## src/rtl/acgs_pkg.sv

```systemverilog
package acgs_pkg;

  localparam int MAX_VOICES = 8;
  localparam int IDX_W = $clog2(MAX_VOICES);
  localparam int CNT_W = $clog2(MAX_VOICES + 1);
  localparam int TOTAL_W = CNT_W + 15;
  localparam logic [15:0] UNITY = 16'h8000;
  localparam logic [15:0] FADE_STEP_RESET = 16'd327;

  typedef enum logic [1:0] {
    OP_PLAY    = 2'd0,
    OP_TICK    = 2'd1,
    OP_REFRESH = 2'd2,
    OP_STOP    = 2'd3
  } op_t;

  typedef enum logic [1:0] {
    ST_OK    = 2'd0,
    ST_FULL  = 2'd1,
    ST_LEVEL = 2'd2
  } status_t;

  typedef enum logic [2:0] {
    S_IDLE,
    S_TOP,
    S_RD,
    S_EV,
    S_FIN,
    S_OUT
  } state_t;

  typedef struct packed {
    op_t         opcode;
    logic [7:0]  source_id;
    logic [15:0] level_factor;
    logic        paused;
  } cmd_t;

  typedef struct packed {
    logic [7:0]  voice_id;
    logic [15:0] applied_gain;
    logic [15:0] fade_gain;
    logic        removed;
    logic        started;
    logic        voice_paused;
    status_t     status;
    logic        last;
  } result_t;

  typedef struct packed {
    logic [7:0]  id;
    logic [15:0] fade;
    logic [15:0] level;
  } voice_t;

endpackage

```

## src/rtl/acgs_ram.sv

```systemverilog
module acgs_ram #(
  parameter int WIDTH = 40,
  parameter int DEPTH = 8
) (
  input  logic                     clk,
  input  logic                     we,
  input  logic [$clog2(DEPTH)-1:0] waddr,
  input  logic [WIDTH-1:0]         wdata,
  input  logic [$clog2(DEPTH)-1:0] raddr,
  output logic [WIDTH-1:0]         rdata
);

  logic [WIDTH-1:0] mem [DEPTH];

  always_ff @(posedge clk) begin
    if (we) begin
      mem[waddr] <= wdata;
    end
    rdata <= mem[raddr];
  end

endmodule

```

## src/rtl/acgs_gain.sv

```systemverilog
module acgs_gain (
  input  logic [15:0] level,
  input  logic [15:0] fade,
  output logic [15:0] gain
);
  import acgs_pkg::*;

  logic [31:0] prod;
  logic [32:0] rounded;
  logic [17:0] g;

  assign prod = level * fade;
  assign rounded = {1'b0, prod} + 33'd16384;
  assign g = rounded[32:15];
  assign gain = (g > {2'b00, UNITY}) ? UNITY : g[15:0];

endmodule

```

## src/rtl/audio_crossfade_gain_scheduler.sv

```systemverilog
// Crossfade gain scheduler. A command is taken when start is high and busy is low.
// After the accepting cycle, a play does one read and one compare of the voice memory
// per voice walked, then a write-back step and a result step; a play with a level
// factor above one goes straight to its result. A tick or refresh does a read, an
// update and a result step per voice, and a running tick first reads the newest voice.
// Stop all, and a tick or refresh of an empty table, give no result beat. Each result
// beat is shown for exactly one cycle with result_valid high and cannot be held off, so
// the receiver must take every beat as it comes. The fade_step register is written
// through cfg_data whenever cfg_valid is high and should only change while idle.
module audio_crossfade_gain_scheduler (
  input  logic              clk,
  input  logic              rst,
  input  logic              start,
  output logic              busy,
  input  acgs_pkg::cmd_t    cmd,
  output logic              result_valid,
  output acgs_pkg::result_t result,
  input  logic              cfg_valid,
  output logic              cfg_ready,
  input  logic [15:0]       cfg_data
);
  import acgs_pkg::*;

  state_t state, state_next;
  cmd_t cmd_q;
  logic [15:0] fstep;
  logic [CNT_W-1:0] count;
  logic [TOTAL_W-1:0] total;
  logic [CNT_W-1:0] rd;
  logic [CNT_W-1:0] wr;
  logic [15:0] rise;
  logic run;
  logic found;
  logic [15:0] found_fade;
  logic [7:0] id_q;
  logic [15:0] f_q;
  logic [15:0] lvl_q;
  logic gone_q, started_q, last_q;
  status_t status_q;

  logic ram_we;
  logic [IDX_W-1:0] ram_waddr, ram_raddr;
  voice_t ram_wdata, ram_rdata;
  logic [15:0] gain;

  logic [CNT_W-1:0] top;
  logic is_last;
  logic [16:0] f_up;
  logic [TOTAL_W-1:0] total_ev;
  logic [TOTAL_W-1:0] excess;
  logic [15:0] dd;
  logic [15:0] f_ev;
  logic gone;
  logic [16:0] room;
  logic [16:0] rise_new;
  logic match;
  logic full;

  acgs_ram #(.WIDTH($bits(voice_t)), .DEPTH(MAX_VOICES)) u_ram (
    .clk   (clk),
    .we    (ram_we),
    .waddr (ram_waddr),
    .wdata (ram_wdata),
    .raddr (ram_raddr),
    .rdata (ram_rdata)
  );

  acgs_gain u_gain (
    .level (lvl_q),
    .fade  (f_q),
    .gain  (gain)
  );

  assign busy = (state != S_IDLE);
  assign cfg_ready = 1'b1;
  assign top = count - CNT_W'(1);
  assign is_last = (rd == top);
  assign match = (ram_rdata.id == cmd_q.source_id);
  assign full = !found && (count == CNT_W'(MAX_VOICES));
  assign room = {1'b0, UNITY} - {1'b0, ram_rdata.fade};
  assign rise_new = ({1'b0, fstep} < room) ? {1'b0, fstep} : room;

  always_comb begin
    f_up = {1'b0, ram_rdata.fade};
    if (run && is_last) begin
      f_up = {1'b0, ram_rdata.fade} + {1'b0, rise};
    end
    f_ev = f_up[15:0];
    total_ev = total;
    excess = '0;
    dd = '0;
    gone = 1'b0;
    if (total > TOTAL_W'(UNITY)) begin
      excess = total - TOTAL_W'(UNITY);
    end
    if (run && excess != '0) begin
      dd = f_ev;
      if (rise < dd) begin
        dd = rise;
      end
      if (excess < TOTAL_W'(dd)) begin
        dd = excess[15:0];
      end
      f_ev = f_ev - dd;
      total_ev = total - TOTAL_W'(dd);
      gone = (f_ev == 16'd0);
    end
  end

  always_comb begin
    ram_we = 1'b0;
    ram_waddr = wr[IDX_W-1:0];
    ram_wdata = ram_rdata;
    ram_raddr = rd[IDX_W-1:0];
    if (state == S_IDLE) begin
      ram_raddr = top[IDX_W-1:0];
    end
    case (state)
      S_EV: begin
        if (cmd_q.opcode == OP_PLAY) begin
          ram_we = !match;
        end else begin
          ram_we = !gone;
          ram_wdata.fade = f_ev;
        end
      end
      S_FIN: begin
        ram_we = !full;
        ram_wdata.id = cmd_q.source_id;
        ram_wdata.fade = found ? found_fade : 16'd0;
        ram_wdata.level = cmd_q.level_factor;
      end
      default: begin
      end
    endcase
  end

  always_comb begin
    state_next = state;
    case (state)
      S_IDLE: begin
        if (start) begin
          case (cmd.opcode)
            OP_PLAY: begin
              if (cmd.level_factor > UNITY) begin
                state_next = S_OUT;
              end else if (count == '0) begin
                state_next = S_FIN;
              end else begin
                state_next = S_RD;
              end
            end
            OP_TICK: begin
              if (count == '0) begin
                state_next = S_IDLE;
              end else if (!cmd.paused) begin
                state_next = S_TOP;
              end else begin
                state_next = S_RD;
              end
            end
            OP_REFRESH: begin
              state_next = (count == '0) ? S_IDLE : S_RD;
            end
            default: begin
              state_next = S_IDLE;
            end
          endcase
        end
      end
      S_TOP: state_next = S_RD;
      S_RD: state_next = S_EV;
      S_EV: begin
        if (cmd_q.opcode == OP_PLAY) begin
          state_next = is_last ? S_FIN : S_RD;
        end else begin
          state_next = S_OUT;
        end
      end
      S_FIN: state_next = S_OUT;
      S_OUT: state_next = last_q ? S_IDLE : S_RD;
      default: state_next = S_IDLE;
    endcase
  end

  always_ff @(posedge clk) begin
    if (rst) begin
      state <= S_IDLE;
    end else begin
      state <= state_next;
    end
  end

  always_ff @(posedge clk) begin
    if (rst) begin
      fstep <= FADE_STEP_RESET;
      count <= '0;
      total <= '0;
      result_valid <= 1'b0;
    end else begin
      result_valid <= 1'b0;
      if (cfg_valid && cfg_ready) begin
        fstep <= cfg_data;
      end
      case (state)
        S_IDLE: begin
          if (start) begin
            cmd_q <= cmd;
            rd <= '0;
            wr <= '0;
            found <= 1'b0;
            found_fade <= '0;
            run <= (cmd.opcode == OP_TICK) && !cmd.paused;
            rise <= '0;
            id_q <= cmd.source_id;
            f_q <= '0;
            lvl_q <= '0;
            gone_q <= 1'b0;
            started_q <= 1'b0;
            last_q <= 1'b1;
            status_q <= ST_LEVEL;
            if (cmd.opcode == OP_STOP) begin
              count <= '0;
              total <= '0;
            end
          end
        end
        S_TOP: begin
          rise <= rise_new[15:0];
          total <= total + TOTAL_W'(rise_new);
        end
        S_EV: begin
          if (cmd_q.opcode == OP_PLAY) begin
            if (match) begin
              found <= 1'b1;
              found_fade <= ram_rdata.fade;
            end else begin
              wr <= wr + CNT_W'(1);
            end
            rd <= rd + CNT_W'(1);
          end else begin
            total <= total_ev;
            if (!gone) begin
              wr <= wr + CNT_W'(1);
            end
            id_q <= ram_rdata.id;
            f_q <= gone ? 16'd0 : f_ev;
            lvl_q <= gone ? 16'd0 : ram_rdata.level;
            gone_q <= gone;
            started_q <= 1'b0;
            last_q <= is_last;
            status_q <= ST_OK;
          end
        end
        S_FIN: begin
          last_q <= 1'b1;
          if (full) begin
            status_q <= ST_FULL;
          end else begin
            status_q <= ST_OK;
            f_q <= found ? found_fade : 16'd0;
            lvl_q <= cmd_q.level_factor;
            started_q <= !found;
            if (!found) begin
              count <= count + CNT_W'(1);
            end
          end
        end
        S_OUT: begin
          result_valid <= 1'b1;
          result.voice_id <= id_q;
          result.applied_gain <= gain;
          result.fade_gain <= f_q;
          result.removed <= gone_q;
          result.started <= started_q;
          result.voice_paused <= (cmd_q.opcode != OP_PLAY) && cmd_q.paused;
          result.status <= status_q;
          result.last <= last_q;
          rd <= rd + CNT_W'(1);
          if (last_q && cmd_q.opcode != OP_PLAY) begin
            count <= wr;
          end
        end
        default: begin
        end
      endcase
    end
  end

endmodule
```

## config.mk

```make
export PLATFORM = sky130hd
export DESIGN_NAME = audio_crossfade_gain_scheduler
export DESIGN_NICKNAME = d
export VERILOG_FILES = /design/src/rtl/acgs_pkg.sv /design/src/rtl/acgs_ram.sv /design/src/rtl/acgs_gain.sv /design/src/rtl/audio_crossfade_gain_scheduler.sv
export SDC_FILE = /design/constraint.sdc
export NUM_CORES = 1
export LEC_CHECK = 0
export ABC_AREA = 1
export BUFFER_PORTS_ARGS = -buffer_cell sky130_fd_sc_hd__buf_2
export CAP_MARGIN = 20
export CELL_PAD_IN_SITES_DETAIL_PLACEMENT = 1
export CELL_PAD_IN_SITES_GLOBAL_PLACEMENT = 2
export CORE_MARGIN = 2
export CORE_UTILIZATION = 31
export DETAILED_ROUTE_END_ITERATION = 6
export PLACE_DENSITY = 0.64
export SYNTH_ARGS = -nofsm -noshare
export SYNTH_HDL_FRONTEND = slang
export SYNTH_HIERARCHICAL = 1
export SYNTH_SLANG_ARGS = --single-unit
```

## constraint.sdc

```tcl
create_clock -name clk -period 13.27 [get_ports clk]
set_input_delay 1.327 -clock clk [delete_from_list [all_inputs] [get_ports clk]]
set_output_delay 1.327 -clock clk [all_outputs]
set_load 0.01 [all_outputs]
```

# == Word-level counts from Yosys, hierarchy flattened ==
# Memory sizes are Yosys's and may differ from the RTL's. A register that Yosys moved wholly into a read port is not among the register bits.
# Index checks and enable logic that the tools add are counted.
# W data, S select, Z words.
# word_totals
register_bits,203
ramBits,320
word_cells,189
memories,1
# op_classes
add_sub_neg,11
multipliers,1
order_cmp,6
eq_ne,22
n_mux,81
bitwise,1
n_reduce_logical,36
# mem_list
memory,words,width,read_ports,rd_clocked_by_memory_dff,wr,line,source
u_ram.mem,8,40,1,1,1,acgs_ram.sv:13,logic [WIDTH-1:0] mem [DEPTH];
# ops
operator,n
$mux W16,18
$pmux W16 S2,3
$pmux W16 S3,2
$mux W19,5
$pmux W19 S3,1
$mux W4,10
$add A32 B15 Y33 const B,1
$mul A16 B16 Y32,1
$mux W8,3
$pmux W4 S3,2
$reduce_and A5 Y1,4
$add A19 B17 Y19,1
$gt A19 B16 Y1 const B,1
$lt A19 B16 Y1,1
$reduce_bool A19 Y1,1
$sub A19 B16 Y19,1
$sub A19 B16 Y19 const B,1
$gt A18 B16 Y1 const B,1
$mux W3,6
$pmux W3 S6,1
$lt A16 B17 Y1,1
$mux W17,1
$sub A16 B16 Y17 const A,1
$add A16 B16 Y16,1
37 further kinds,90

# == Depth between registers and ports, before layout ==
# logic_depth
word_depth,18
mapped_depth,75

# == Modules after synthesis ==
# The synthesis kept the hierarchy.
# by_module_without_submodules
mod,n_inst,cells_per_inst,area_each_um2,seq_area_each_um2
acgs_ram,1,1441,14799.2,10410.0
audio_crossfade_gain_scheduler,1,1807,13787.0,5665.4
acgs_gain,1,1405,9676.8,0.0

# == Least setup slack after synthesis ==
# No wires, ideal clock.
# synth_timing
kind,flip-flop to flip-flop
from,register rise[2]
to,memory u_ram.mem[1][0] (enable)
setup_ns,0.438
arrival_ns,8.846
required_ns,12.832
setup_slack_ns,3.986
stages_incl_launch_ff,54
path_buffers,5
cell_sequence,edfxtp_1 > ha_1 > nand2_1 > nand2_1 > nand2_1 > nand2_1 > nand2_1 > nand3_1 > a21oi_1 > o21bai_1 > nand2_1 > nand2_1 > a21oi_1 > or2_2 > nand2_1 > a21oi_1 > o21ai_0 > a21oi_1 > [18 not listed] > nor2_1 > a21oi_1 > ha_1 > inv_1 > fa_1 > nand4_1 > nand2_1 > nand3_1 > nand2_1 > nand2_1 > nand2_1 > nand2_1 > nor2_1 > nand2_1 > nand2_1 > nand2_1 > nand2_1 > nor2_1
# synth_via
elab_chain_cells,16
# synth_rtl
item,line,source
from (decl),audio_crossfade_gain_scheduler.sv:31,logic [15:0] rise;
from (signal assigned),audio_crossfade_gain_scheduler.sv:229,rise <= rise_new[15:0];
$add A16 B16 Y16,audio_crossfade_gain_scheduler.sv:86,"f_up = {1'b0, ram_rdata.fade} + {1'b0, rise};"
$mux W16,audio_crossfade_gain_scheduler.sv:85,if (run && is_last) begin
$lt A16 B16 Y1,audio_crossfade_gain_scheduler.sv:98,if (rise < dd) begin
$mux W16,audio_crossfade_gain_scheduler.sv:98,
$mux W16,audio_crossfade_gain_scheduler.sv:96,if (run && excess != '0) begin
$lt A19 B16 Y1,audio_crossfade_gain_scheduler.sv:101,if (excess < TOTAL_W'(dd)) begin
$mux W16,audio_crossfade_gain_scheduler.sv:101,
$mux W16,audio_crossfade_gain_scheduler.sv:96,
$sub A16 B16 Y16 *,audio_crossfade_gain_scheduler.sv:104,f_ev = f_ev - dd;
$logic_not A16 Y1 *,audio_crossfade_gain_scheduler.sv:106,gone = (f_ev == 16'd0);
$mux W1 *,audio_crossfade_gain_scheduler.sv:96,
$logic_not A1 Y1 *,n/a,
$mux W1 *,audio_crossfade_gain_scheduler.sv:120,if (cmd_q.opcode == OP_PLAY) begin
$pmux W1 S2 *,audio_crossfade_gain_scheduler.sv:118,case (state)
net ram_we,audio_crossfade_gain_scheduler.sv:41,logic ram_we;
$mux W1 *,acgs_ram.sv:16,if (we) begin
$mux W1 (implied by the code) *,acgs_ram.sv:17,mem[waddr] <= wdata;
to (decl),acgs_ram.sv:13,
# Mark *: on every way through the listed nets, which the timed path passes. The rest lies on a longest branch. The select of a mux whose other input is x is not followed.

# == Final worst setup path ==
# layout_timing
from,register rise[2]
to,memory u_ram.mem[6][32] (enable)
# The elaborated chain is that of the path after synthesis.

==> impl_metrics.env <==
export IMPL_portBuffers=94
export IMPL_cp_required_ps=13580
export IMPL_numCtsBuffers=74
export IMPL_cap_viol_max_count=0
export IMPL_critPathLaunchType="flip-flop"
export IMPL_synth_area_um2=38300
export IMPL_postCtsSetupRepairBufs=0
export IMPL_hold_path_class="reg2reg"
export IMPL_ctsHtreeMaxLevel=3
export IMPL_ant_nets=0
export IMPL_tritoncts="done"
export IMPL_track_usage_pct=20.2
export IMPL_leakage_nw=20.9
export IMPL_place_hpwl_um=91200
export IMPL_clock_latency_ps=670
export IMPL_yosysWarningCount=6
export IMPL_layout_common_cells="nand2_1 (1478), inv_1 (876), edfxtp_1 (480)"
export IMPL_period_share_pct=82.6
export IMPL_grt_first_pass_wirelength_um=193000
export IMPL_grt_max_degree=87
export IMPL_cts_hold_buffers_added=0
export IMPL_place_congestion=0.844
export IMPL_ir_drop_mv=0.227
export IMPL_hold_viol=0
export IMPL_final_nets=5154
export IMPL_cp_max_fo=31
export IMPL_die_area_um2=126000
export IMPL_worstReg2RegStart="rise[2]"
export IMPL_yosysSeqAreaShare_pct=42.0
export IMPL_start_util_pct=31.3
export IMPL_die_w_um=355
export IMPL_dr_pass1_iters=5
export IMPL_syn_area_per_cell_um2=8.22
export IMPL_skew_ps=44.2
export IMPL_crit_type="reg2reg"
export IMPL_ys_seq_elements=563
export IMPL_grt_pass1_vias=31400
export IMPL_fmax_mhz=91.3
export IMPL_reg2reg_depth=48
export IMPL_utilization_pct=35.1
export IMPL_fill_cells=14500
export IMPL_viasPerCell=4.62
export IMPL_cts_buffer_depth=3
export IMPL_synth_ff_type="edfxtp_1"
export IMPL_wirelength_um=125000
export IMPL_die_y_um=355
export IMPL_syn2layout_area_growth_pct=12.2
export IMPL_drt_iter0_markers=1549
export IMPL_setup_violations=0
export IMPL_tightest_slew_ps=1020
export IMPL_drc=0
export IMPL_ys_types=54
export IMPL_wl_per_cell_um=19.5
export IMPL_max_slew_margin_pct=31.2
export IMPL_finalPower_mw=11.4
export IMPL_drv_slew=0
export IMPL_ioPinCount=96
export IMPL_r2r_end="u_ram/mem[6][32]"
export IMPL_cp_arrival_ps=11260
export IMPL_cts_resized=0
export IMPL_status="finished clean"
export IMPL_synth_top_cell_area_share_pct=37.7
export IMPL_cp_endpoint="u_ram/mem[6][32]"
export IMPL_min_period_ps=10960
export IMPL_rows=128
export IMPL_rsz0062_at_grt="false"
export IMPL_cts_sinks=563
export IMPL_synth_nets=5105
export IMPL_worst_slack_ps=2310
export IMPL_vias=29500
export IMPL_crit_path_top_delay_cell="nor2_4"
export IMPL_cts_clk_slew_worst_paths_ps=60
export IMPL_cp_common_cell="nand2_1"
export IMPL_synth_cells=4653
export IMPL_tns_ps=0
export IMPL_synth_edf_count=480
export IMPL_drive_gt1_share_pct=9.63
export IMPL_worstSetupEndpointType="flip-flop"
export IMPL_yosysTopAreaCell="edfxtp_1"
export IMPL_power_density_nw_per_um2=265
export IMPL_cts_root_buf="clkbuf_16"
export IMPL_dp_slack_ps=2430
export IMPL_grt_overflow=0
export IMPL_core_um2=122000
export IMPL_antenna_found_initial=7
export IMPL_cp_startpoint="rise[2]"
export IMPL_synth_area_leaders="edfxtp_1 (38%), nand2_1 (14%), fa_1 (10%)"
export IMPL_final_common_cell="nand2_1"
export IMPL_critPathMaxStageDelay_ps=840
export IMPL_r2r_slack_ps=2310
export IMPL_ys_async_sr_fraction_pct=0
==> worst min-delay path by stage <==
| stage | start | end | slack (ps) | depth (start not counted) |
|---|---|---|---|---|
| after global placement | id_q[0] | result[38] | 400 | 0 |
| after CTS | id_q[5] | result[43] | 390 | 0 |
| after floorplan | status_q[0] | result[1] | 400 | 0 |
| final | id_q[5] | result[43] | 410 | 0 |
| after detailed placement | id_q[5] | result[43] | 410 | 0 |
| after global routing | id_q[5] | result[43] | 410 | 0 |
==> cells in the mapped netlist (all sizes together) (9+ instances only) <==
library cell	instances
edfxtp	480
o21ai	149
clkbuf	108
nand4	42
a21oi	97
ha	207
nor3	25
dfxtp	83
or2	23
xnor2	15
nand3	280
fa	198
a31oi	12
nand3b	9
o2111ai	14
inv	983
xor2	29
nor2	277
nand2	1502
buf	61
==> metal layers <==
| layer | vias to the layer above | share of wire, % | GRT usage, % |
|---|---|---|---|
| li1 | 14500 | - | - |
| met1 | 14500 | 48 | 27.3 |
| met2 | 382 | 48 | 34.5 |
| met3 | 102 | 3.2 | 2.58 |
| met4 | 2 | 1.5 | 4.07 |
| met5 | - | 0.0056 | 0 |
==> flip-flops by register name (all words and copies together), names as in the netlist, 3 cells and up <==
name         cells
fstep           16
found_fade      16
f_q             16
lvl_q           16
rise            16
rd               4
u_ram/rdata     40
total           19
result          46
count            4
state            3
id_q             8
cmd_q           27
wr               4
u_ram/mem      320
==> power breakdown <==
part           internal, mW  total, mW  switching, mW
Clock                  1.22       2.03          0.813
Sequential             2.30       2.47          0.165
Combinational          2.20       6.86           4.66
==> per-stage QoR <==
| stage | instances | cell area (um2) | hold slack [ps] |
|---|---|---|---|
| after detailed placement | 6240 | 40400 | 406 |
| after CTS | 6372 | 42800 | 389 |
| after floorplan | 4653 | 38300 | 400 |
| after global placement | 6237 | 40300 | 404 |
| after global routing | 6383 | 42900 | 412 |
| final | 6385 | 42900 | 406 |
==> worst max-delay path: cells and delay by family, from the launching register on <==
kind,cells,cell delay [ps]
and+or+nand+nor,27,4080
AOI/OAI and AO/OA,12,3180
adders and majority gates,4,1460
buffers and inverters,3,700
xor gates and xnor gates,2,640
DFF,1,480
==> final cells by class <==
cell class                      count  area [um2]  share of cell area, %
Multi-Input combinational cell   2931       17800                   41.4
Inverter                          990        3720                   8.68
Clock inverter                     39         453                   1.06
Antenna cell                        2        5.00                 0.0117
Clock buffer                       93        1980                   4.62
Sequential cell                   563       16100                   37.5
Tap cell                         1625        2030                   4.74
Timing Repair Buffer              142         868                   2.02
==> kinds of logic after synthesis <==
| kind of cell | Yosys count | share of synthesized area [%] |
|---|---|---|
| simple gates | 2173 | 23.5 |
| buf+inv | 1159 | 11.9 |
| flops | 563 | 42.0 |
| fa+ha+maj | 405 | 17.1 |
| compound gates | 308 | 4.46 |
| xor+xnor | 44 | 1.03 |
| other cells | 1 | 0.00980 |
Note: power is estimated with default switching activity, not from simulation.
